`src/rtl/hsl2rgb_pkg.sv`:
```
package hsl2rgb_pkg;

    localparam int Q_W = 13;

    typedef logic [Q_W-1:0] q12_t;

    localparam q12_t ONE_Q12        = 13'd4096;
    localparam q12_t THIRD_Q12      = 13'd1365;
    localparam q12_t SIXTH_Q12      = 13'd683;
    localparam q12_t HALF_Q12       = 13'd2048;
    localparam q12_t TWO_THIRDS_Q12 = 13'd2731;

    // hue ramp segment
    typedef logic [1:0] seg_t;
    localparam seg_t SEG_RISE = 2'd0;
    localparam seg_t SEG_HIGH = 2'd1;
    localparam seg_t SEG_FALL = 2'd2;
    localparam seg_t SEG_LOW  = 2'd3;

    typedef struct packed {
        q12_t factor;
        seg_t seg;
    } chan_t;

    typedef struct packed {
        q12_t  p;
        q12_t  q;
        q12_t  span;
        chan_t red;
        chan_t green;
        chan_t blue;
    } qp_beat_t;

endpackage

```
`src/rtl/hsl_to_rgb_converter_unit.sv`:
```
// HSL to RGB pixel converter, fully pipelined.
// done and the pixel pass through stages 1-3 in hsl2rgb_qp, stages 4-5 in hsl2rgb_ramp, then the output registers.
// Throughput: one pixel per clock; busy is always low, every pipe stage advances each cycle.
// Results are not held: the receiver takes each beat in the cycle done is high.
// rst_n (async, active low) clears all valid bits; in-flight pixels are dropped.
module hsl_to_rgb_converter_unit (
    input  logic                clk,
    input  logic                rst_n,
    input  logic                start,
    output logic                busy,
    input  hsl2rgb_pkg::q12_t   hue,
    input  hsl2rgb_pkg::q12_t   saturation,
    input  hsl2rgb_pkg::q12_t   lightness,
    output logic                done,
    output logic [7:0]          red,
    output logic [7:0]          green,
    output logic [7:0]          blue
);
    import hsl2rgb_pkg::*;

    logic     qp_valid;
    qp_beat_t qp_beat;
    logic     r_valid, g_valid, b_valid;
    q12_t     r_value, g_value, b_value;

    logic       done_reg;
    logic [7:0] red_reg, green_reg, blue_reg;
    logic [7:0] red_next, green_next, blue_next;

    function automatic logic [7:0] to_byte(input q12_t v);
        logic [20:0] m;
        m = {v, 8'b0} - {8'b0, v};
        return m[19:12];
    endfunction

    hsl2rgb_qp u_qp (
        .clk        (clk),
        .rst_n      (rst_n),
        .in_valid   (start & ~busy),
        .hue        (hue),
        .saturation (saturation),
        .lightness  (lightness),
        .out_valid  (qp_valid),
        .out_beat   (qp_beat)
    );

    hsl2rgb_ramp u_ramp_red (
        .clk       (clk),
        .rst_n     (rst_n),
        .in_valid  (qp_valid),
        .p         (qp_beat.p),
        .q         (qp_beat.q),
        .span      (qp_beat.span),
        .chan      (qp_beat.red),
        .out_valid (r_valid),
        .value     (r_value)
    );

    hsl2rgb_ramp u_ramp_green (
        .clk       (clk),
        .rst_n     (rst_n),
        .in_valid  (qp_valid),
        .p         (qp_beat.p),
        .q         (qp_beat.q),
        .span      (qp_beat.span),
        .chan      (qp_beat.green),
        .out_valid (g_valid),
        .value     (g_value)
    );

    hsl2rgb_ramp u_ramp_blue (
        .clk       (clk),
        .rst_n     (rst_n),
        .in_valid  (qp_valid),
        .p         (qp_beat.p),
        .q         (qp_beat.q),
        .span      (qp_beat.span),
        .chan      (qp_beat.blue),
        .out_valid (b_valid),
        .value     (b_value)
    );

    assign red_next   = to_byte(r_value);
    assign green_next = to_byte(g_value);
    assign blue_next  = to_byte(b_value);

    always_ff @(posedge clk or negedge rst_n)
    begin
        if (!rst_n)
        begin
            done_reg <= 1'b0;
        end
        else
        begin
            done_reg <= r_valid & g_valid & b_valid;
        end
    end

    always_ff @(posedge clk)
    begin
        red_reg   <= red_next;
        green_reg <= green_next;
        blue_reg  <= blue_next;
    end

    assign busy  = 1'b0;
    assign done  = done_reg;
    assign red   = red_reg;
    assign green = green_reg;
    assign blue  = blue_reg;

endmodule

```
`src/rtl/hsl2rgb_qp.sv`:
```
module hsl2rgb_qp (
    input  logic                 clk,
    input  logic                 rst_n,
    input  logic                 in_valid,
    input  hsl2rgb_pkg::q12_t    hue,
    input  hsl2rgb_pkg::q12_t    saturation,
    input  hsl2rgb_pkg::q12_t    lightness,
    output logic                 out_valid,
    output hsl2rgb_pkg::qp_beat_t out_beat
);
    import hsl2rgb_pkg::*;

    localparam logic [13:0] RAMP_SLOPE = 14'd6;

    function automatic q12_t clamp_one(input q12_t v);
        return (v > ONE_Q12) ? ONE_Q12 : v;
    endfunction

    // t is a wrapped hue, 0..4096
    function automatic chan_t ramp_sel(input logic [13:0] t);
        chan_t       c;
        logic [13:0] d;
        d        = 14'(TWO_THIRDS_Q12) - t;
        c.factor = '0;
        c.seg    = SEG_LOW;
        if (t < 14'(SIXTH_Q12))
        begin
            c.seg    = SEG_RISE;
            c.factor = 13'(t * RAMP_SLOPE);
        end
        else if (t < 14'(HALF_Q12))
        begin
            c.seg = SEG_HIGH;
        end
        else if (t < 14'(TWO_THIRDS_Q12))
        begin
            c.seg    = SEG_FALL;
            c.factor = 13'(d * RAMP_SLOPE);
        end
        return c;
    endfunction

    // stage 1: clamped inputs
    logic v1_reg;
    q12_t h1_reg, s1_reg, l1_reg;
    // stage 2: l * s
    logic        v2_reg;
    q12_t        h2_reg, s2_reg, l2_reg;
    logic [24:0] ls2_reg;
    logic [24:0] ls2_next;
    // stage 3: q, p, ramp selects
    logic     v3_reg;
    qp_beat_t beat3_reg;
    qp_beat_t beat3_next;

    q12_t        ph;
    q12_t        dq;
    logic [13:0] t_red, t_green, t_blue;
    logic [13:0] h_plus;

    always_ff @(posedge clk or negedge rst_n)
    begin
        if (!rst_n)
        begin
            v1_reg <= 1'b0;
            v2_reg <= 1'b0;
            v3_reg <= 1'b0;
        end
        else
        begin
            v1_reg <= in_valid;
            v2_reg <= v1_reg;
            v3_reg <= v2_reg;
        end
    end

    always_ff @(posedge clk)
    begin
        h1_reg    <= clamp_one(hue);
        s1_reg    <= clamp_one(saturation);
        l1_reg    <= clamp_one(lightness);
        h2_reg    <= h1_reg;
        s2_reg    <= s1_reg;
        l2_reg    <= l1_reg;
        ls2_reg   <= ls2_next;
        beat3_reg <= beat3_next;
    end

    assign ls2_next = {12'b0, l1_reg} * {12'b0, s1_reg};

    always_comb
    begin
        ph = ls2_reg[24:12];
        // q - l; q = l + dq and p = l - dq, so zero saturation gives p = q = l
        dq = (l2_reg < HALF_Q12) ? ph : (s2_reg - ph);
        beat3_next.q    = l2_reg + dq;
        beat3_next.p    = l2_reg - dq;
        beat3_next.span = {dq[11:0], 1'b0};

        h_plus  = {1'b0, h2_reg} + 14'(THIRD_Q12);
        t_red   = (h_plus > 14'(ONE_Q12)) ? (h_plus - 14'(ONE_Q12)) : h_plus;
        t_green = {1'b0, h2_reg};
        t_blue  = (h2_reg < THIRD_Q12)
                ? ({1'b0, h2_reg} + 14'(ONE_Q12) - 14'(THIRD_Q12))
                : ({1'b0, h2_reg} - 14'(THIRD_Q12));

        beat3_next.red   = ramp_sel(t_red);
        beat3_next.green = ramp_sel(t_green);
        beat3_next.blue  = ramp_sel(t_blue);
    end

    assign out_valid = v3_reg;
    assign out_beat  = beat3_reg;

endmodule

```
`src/rtl/hsl2rgb_ramp.sv`:
```
module hsl2rgb_ramp (
    input  logic                clk,
    input  logic                rst_n,
    input  logic                in_valid,
    input  hsl2rgb_pkg::q12_t   p,
    input  hsl2rgb_pkg::q12_t   q,
    input  hsl2rgb_pkg::q12_t   span,
    input  hsl2rgb_pkg::chan_t  chan,
    output logic                out_valid,
    output hsl2rgb_pkg::q12_t   value
);
    import hsl2rgb_pkg::*;

    // stage 4: span * factor
    logic        v4_reg;
    logic [25:0] prod4_reg;
    logic [25:0] prod4_next;
    seg_t        seg4_reg;
    q12_t        p4_reg, q4_reg, span4_reg;
    // stage 5: channel value
    logic        v5_reg;
    q12_t        value5_reg;
    q12_t        value5_next;

    logic [13:0] x;
    q12_t        lim;

    always_ff @(posedge clk or negedge rst_n)
    begin
        if (!rst_n)
        begin
            v4_reg <= 1'b0;
            v5_reg <= 1'b0;
        end
        else
        begin
            v4_reg <= in_valid;
            v5_reg <= v4_reg;
        end
    end

    always_ff @(posedge clk)
    begin
        prod4_reg  <= prod4_next;
        seg4_reg   <= chan.seg;
        p4_reg     <= p;
        q4_reg     <= q;
        span4_reg  <= span;
        value5_reg <= value5_next;
    end

    assign prod4_next = {13'b0, span} * {13'b0, chan.factor};

    always_comb
    begin
        x = prod4_reg[25:12];
        // falling edge factor can overshoot by a hair; cap at q
        lim = (x > {1'b0, span4_reg}) ? span4_reg : x[12:0];
        case (seg4_reg) inside
            SEG_RISE, SEG_FALL: value5_next = p4_reg + lim;
            SEG_HIGH:           value5_next = q4_reg;
            default:            value5_next = p4_reg;
        endcase
    end

    assign out_valid = v5_reg;
    assign value     = value5_reg;

endmodule

```
`config.mk`:
```
export PLATFORM = sky130hd
export DESIGN_NAME = hsl_to_rgb_converter_unit
export DESIGN_NICKNAME = d
export VERILOG_FILES = /design/src/rtl/hsl2rgb_pkg.sv /design/src/rtl/hsl_to_rgb_converter_unit.sv /design/src/rtl/hsl2rgb_qp.sv /design/src/rtl/hsl2rgb_ramp.sv
export SDC_FILE = /design/constraint.sdc
export NUM_CORES = 2
export LEC_CHECK = 0
export BUFFER_PORTS_ARGS = -buffer_cell sky130_fd_sc_hd__buf_2
export CAP_MARGIN = 20
export CORE_MARGIN = 3
export CORE_UTILIZATION = 59
export DETAILED_ROUTE_END_ITERATION = 12
export PLACE_DENSITY = 0.79
export SLEW_MARGIN = 40
export SYNTH_ARGS = -nofsm -noshare
export SYNTH_HDL_FRONTEND = slang
export SYNTH_SLANG_ARGS = --single-unit
```
`constraint.sdc`:
```
create_clock -name clk -period 5.2 [get_ports clk]
set_input_delay 0.78 -clock clk [delete_from_list [all_inputs] [get_ports clk]]
set_output_delay 0.78 -clock clk [all_outputs]
set_load 0.005 [all_outputs]
```
After elaboration in Yosys (flattened, before gate mapping)
Cells that the tools add are included. Widths: inputs -> output; s select.

Input bits: 42. Memory bits (writable): 0. ROM bits: 0. Bits in latches: 0. Memories: 0. Register bits after elaboration: 374. Logic and storage cells: 127. Output and inout bits: 26.

Div/mod/pow operators: 0. Magnitude comparators: 18. Multiply operators: 10. Equality and inequality tests: 6. Shifts and indexed selects: 0. Bitwise operators: 0. Reduce and logical (&&, ||, !) cells: 9. Mux-type cells: 24. Add/sub/neg operators: 17.

Operator list (count): $mux 13 (13); $mux 15 (6); $mul 12x13->25 (3); $mul 14x2->12 const B (5); $sub 20x13->20 (3); $lt 14x12->1 const B (4); $add 13x13->13 (4); $gt 14x13->1 (3); $gt 13x13->1 const B (3); $lt 13x12->1 const B (3); $lt 14x10->1 const B (2); $mux 14 (2); $sub 12x14->14 const A (2); $sub 13x13->13 (2); $mul 13x13->25 (1); $add 13x11->14 const B (1); $add 13x13->14 const B (1); $gt 14x13->1 const B (1); $sub 12x13->14 const A (1); $sub 13x11->14 const B (1); $sub 14x11->14 const B (1); $sub 14x13->14 const B (1); $lt 13x10->1 const B (1); $lt 13x11->1 const B (1); 6 further kinds (19).

Depth between registers and ports, before layout
Depth in word-level cells: 8. Gate-level depth with buffers: 23. Mapped depth without buffers: 21.

By module
A second synthesis with hierarchy kept.

Cells, all modules: 4503. Area total of the unflattened synthesis: 41389.7 µm².

Modules (own cells, without submodules): hsl2rgb_qp (cells each 1716, times used 1, sequential area each 3478.3 µm², area an instance 15608.7 µm²); hsl2rgb_ramp (u_ramp_red) (cells each 886, times used 1, sequential area each 1411.4 µm², area an instance 8172.8 µm²); hsl2rgb_ramp (u_ramp_blue) (cells each 873, times used 1, sequential area each 1411.4 µm², area an instance 8055.2 µm²); hsl2rgb_ramp (u_ramp_green) (cells each 858, times used 1, sequential area each 1411.4 µm², area an instance 7996.4 µm²); hsl_to_rgb_converter_unit (cells each 170, times used 1, sequential area each 505.5 µm², area an instance 1556.5 µm²).

Least setup slack after synthesis
Ideal clock, no wire load.

Path kind: register -> register. Start point: reg u_qp.beat3_reg, in the netlist u_qp.out_beat[49]. End point: reg u_ramp_green.prod4_reg[25]. Setup time: 0.072 ns. Buffers on the path: 2. Cell stages (with the launch flop): 22. Data arrival time: 5.576 ns. Slack: -0.448 ns. Data required time: 5.128 ns. Period minus slack after synthesis: 5.648 ns. Cell sequence: dfxtp_1 > clkbuf_1 > clkbuf_1 > nand2_1 > fa_1 > fa_1 > inv_1 > ha_1 > inv_1 > fa_1 > inv_1 > fa_1 > ha_1 > a2111oi_0 > o21ai_0 > a41oi_1 > o21ai_0 > nand3_1 > or4b_1 > a31o_2 > a21oi_1 > xnor2_1.

Word-level cells in the longest chain between the ends: 1.

Ends and longest elaborated chain: start, declared (line hsl2rgb_qp.sv:53) `qp_beat_t beat3_reg;`; start signal, assigned (line hsl2rgb_qp.sv:86) `beat3_reg <= beat3_next;`; $mul 12x13->25 (line hsl2rgb_ramp.sv:52) `assign prod4_next = {13'b0, span} * {13'b0, chan.factor};`; via u_ramp_green.prod4_next[25] (line hsl2rgb_ramp.sv:17) `logic [25:0] prod4_next;`; end signal, assigned (line hsl2rgb_ramp.sv:44) `prod4_reg <= prod4_next;`; end, declared (line hsl2rgb_ramp.sv:16) `logic [25:0] prod4_reg;`.

The timed path passes the listed nets, and every way through them passes these cells. A chain may end at the register's enable or synchronous reset.

Worst setup path after layout
Start point: reg u_qp.beat3_reg, in the netlist u_qp.out_beat[53]. End point: reg u_ramp_green.prod4_reg[25].

Same word-level chain as after synthesis.

==> impl_results.md <==
- Status: complete, but fails checks
- Failing checks: setup timing
- EDFF count, synth: 0
- Die Y: 251 um
- Post-synthesis xor/xnor area fraction: 5.80%
- CP Launch Type: register
- Asr flop ratio synth: 1.85%
- Ys flop type: dfxtp_1
- Max-cap viol count: 0
- DRC: 0
- Sequential Power Share: 21.2%
- Final wirelength: 85,200 um
- First-pass GRT wire length: 137,000 um
- Final ANT Viol Nets: 0
- Crit. End Element: register
- Synthesis-to-layout area growth: 12.8%
- Slew @ Worst Pin: 860 ps
- Worst relative slew slack: 42.6%
- Setup tns final: -66.9 ps
- Synth Cell Area: 35,400 um^2
- Average vias per placed instance: 5.47
- F_max: 190 MHz
- Nets: 5,061
- Initial Util: 59.8%
- Final instance area: 39,900 um^2
- Slew Limit Fails: 0
- Reg2reg start: u_qp.out_beat[53]
- CORE AREA: 59,200 um^2
- Post-Syn Nets: 4,888
- Ant diodes: 0
- Post-synthesis register bit count: 324
- Yosys Warn Count: 0
- NetSw: 9.13 mW
- Clock network power share: 13.6%
- Synth Area in Simple Gates: 14.3%
- Sw Share: 45.6%
- Final hold viol count: 0
- Setup ws final: -66.9 ps
- Syn_area_per_cell: 8.98 um^2
- Placed Area: 37,700 um^2
- Hold slack: 25.5 ps
- Total GRT Usage: 26.9%
- Final setup fails: 1
- Post-DP HPWL: 67,300 um
- Pre-antenna DRT Iters: 6
- Initial antenna violation count: 3
- Static Leak: 20.2 nW
- Synth Area in Compound Gates: 9.09%
- I/O Pins: 68
- Vias: 26,900
- Vias in the first global route: 27,500
- Adder and majority gate portion of the synthesized area: 41.0%
- Distinct cells, synth: 80
- Mapped Cells: 3,943
- Grt ovf: 0
- RSZ-0062 raised after global routing: yes
- Final Non-Filler Cells: 4,918
- Clock sinks: 324
- Htree depth: 2
- HP Class: in -> async
- Wire length per cell: 17.3 um
- Layout cell share with drive strength beyond 1: 13.1%
- Combinational Power Share: 65.2%
- CTS Buf Count: 37
- Hold buffer count at cts: 0
- Final period util: 101%
- Clk slew on worst S/H paths: 60 ps
- IO Port Bufs: 66
- Mux share of post-synthesis cell area: 2.16%
- Fin crit period: 5270 ps
- Power Internal: 10.9 mW
- Worst Setup SP: u_qp.out_beat[53]
- Die area: 63,000 um^2
- Crit path arrival time: 5750 ps
- Critical path class: reg -> reg
- R2R setup slack: -70 ps
- Starting DRT DRC Count: 1,704
- Worst-skew pair later-pin latency: 570 ps
- Gpl congestion: 0.927
- Clock Tree Buf Depth: 3
- Peak supply drop: 0.325 mV
- Sequential area share after synthesis: 18.4%
- Critical Path RT: 5690 ps
- Num rows: 89
- TritonCTS clock tree: built
- Largest family of logic cells by synthesized area: adder cells
- Final Skew: 27.8 ps
- Power per cell area: 501 nW/um^2
- Cells after DPL: 4,824
- Horiz. Die Dim: 251 um
- Peak fanout along the critical path: 9
- CTS Root Cell: clkbuf_16
- Largest net degree at the start of global routing: 29
- Max reg flops: 79
what timing repair did:
item	in CTS	in global routing
buffers inserted	13	14
endpoints found under the setup margin	14	26
cloned	0	1
gates resized for setup	46	140
pin swaps	23	82
Yosys cell counts, types with 8 or more instances:
master      n  area (um^2)
nor4_1      9         56.3
and2_1    226         1410
mux2i_1    38          380
nand3_1    30          150
nand2_1   442         1660
nor2b_1    67          419
o41ai_1     8         70.1
nor2_1    128          480
dfxtp_1   318         6370
a31oi_1    16          100
xor2_1     61          534
o211ai_1   12         90.1
nand4_1    15         93.8
o21a_1     18          135
nor3_1     42          210
xnor2_1   166         1450
nand2b_1   28          175
mux2_2     34          383
inv_1     716         2690
o21bai_1   32          240
a211oi_1    8         60.1
o21ai_0    97          485
fa_1      428         8570
a21oi_1   156          781
o22ai_1    27          169
a21o_1     70          526
ha_1      475         5940
clkbuf_1  138          518
or3_1      16          100
power groups by stage:
stage	clock (mW)	combinational, mW	sequential [mW]
2_1_floorplan	0	8.91	3.80
3_3_place_gp	0	11.7	4.18
3_5_place_dp	0	12.1	4.21
4_1_cts	2.76	12.4	4.18
5_1_grt	2.85	14.7	4.33
6_report	2.72	13.0	4.25
per-stage QoR:
| step | worst slack (ps) | power (mW) | utilization (%) |
|---|---|---|---|
| 4_1_cts | -10.5 | 19.4 | 66.3 |
| 3_3_place_gp | -63.2 | 15.9 | 63.7 |
| 6_report | -66.9 | 20.0 | 67.4 |
| 2_1_floorplan | 0.334 | 12.7 | - |
| 5_1_grt | -178 | 21.8 | 67.4 |
| 3_5_place_dp | -213 | 16.3 | 63.7 |
path summary, 6_finish.rpt:
path,end,cells after the start
worst max register to register,u_ramp_green.prod4_reg[25],18
max in group asynchronous,u_ramp_green.out_valid,1
min in group clk,u_qp.v1_reg,1
worst min-delay path,u_qp.v1_reg,1
worst max-delay path,u_ramp_green.prod4_reg[25],18
worst min register to register,u_qp.h2_reg[7],0
cell type report:
type	instances	area [um^2]
clock buffer	42	965
fill	4506	19300
multi-input combinational	2751	26100
tap	773	967
clock inverter	26	310
sequential	324	6600
inverter	718	2700
timing repair buffer	284	2260
cells by family (layout without fill, tap and decap cells):
| group | after synthesis | in the layout |
|---|---|---|
| other | 1 | 1 |
| AND/OR/NAND/NOR | 1040 | 1040 |
| buffers and inverters | 868 | 1070 |
| flip-flops | 324 | 324 |
| XOR/XNOR | 230 | 230 |
| AO/OA/AOI/OAI | 505 | 505 |
| adder cells (fa/ha/maj) | 903 | 903 |
| multiplexers | 72 | 72 |
critical path, cell delays in order (launching register included):
cell and delay (ps):
dfxtp_4 470, buf_8 180, and2_1 160, fa_1 440
fa_1 540, fa_1 530, fa_1 490, inv_1 50
fa_1 500, inv_2 50, ha_4 210, a21o_1 210
nor3_2 190, o21ai_2 100, nand3_2 90, or4b_4 480
a31o_4 260, a21oi_4 120, xnor2_1 120
cells in the final DEF, fill, tap and decap left out, types with 18 or more instances in the layout:
cell and instances:
inv_1 703, ha_1 458, nand2_1 436, fa_1 414, dfxtp_1 282, and2_1 215
buf_4 179, xnor2_1 164, a21oi_1 147, nor2_1 126, o21ai_0 92, a21o_1 70
buf_2 67, nor2b_1 66, xor2_1 61, nor3_1 39, mux2i_1 38, clkbuf_16 38
mux2_2 34, o21bai_1 32, nand3_1 28, o22ai_1 27, nand2b_1 26, dfxtp_2 22
o21a_1 18, buf_6 18
per-layer routing:
| layer | track usage [%] | routed length, um |
|---|---|---|
| met1 | 34.5 | 34900 |
| met2 | 45.5 | 40600 |
| met3 | 5.28 | 6310 |
| met4 | 9.85 | 3400 |
| met5 | 0 | 25 |
Power figures use the tool's default switching activity.
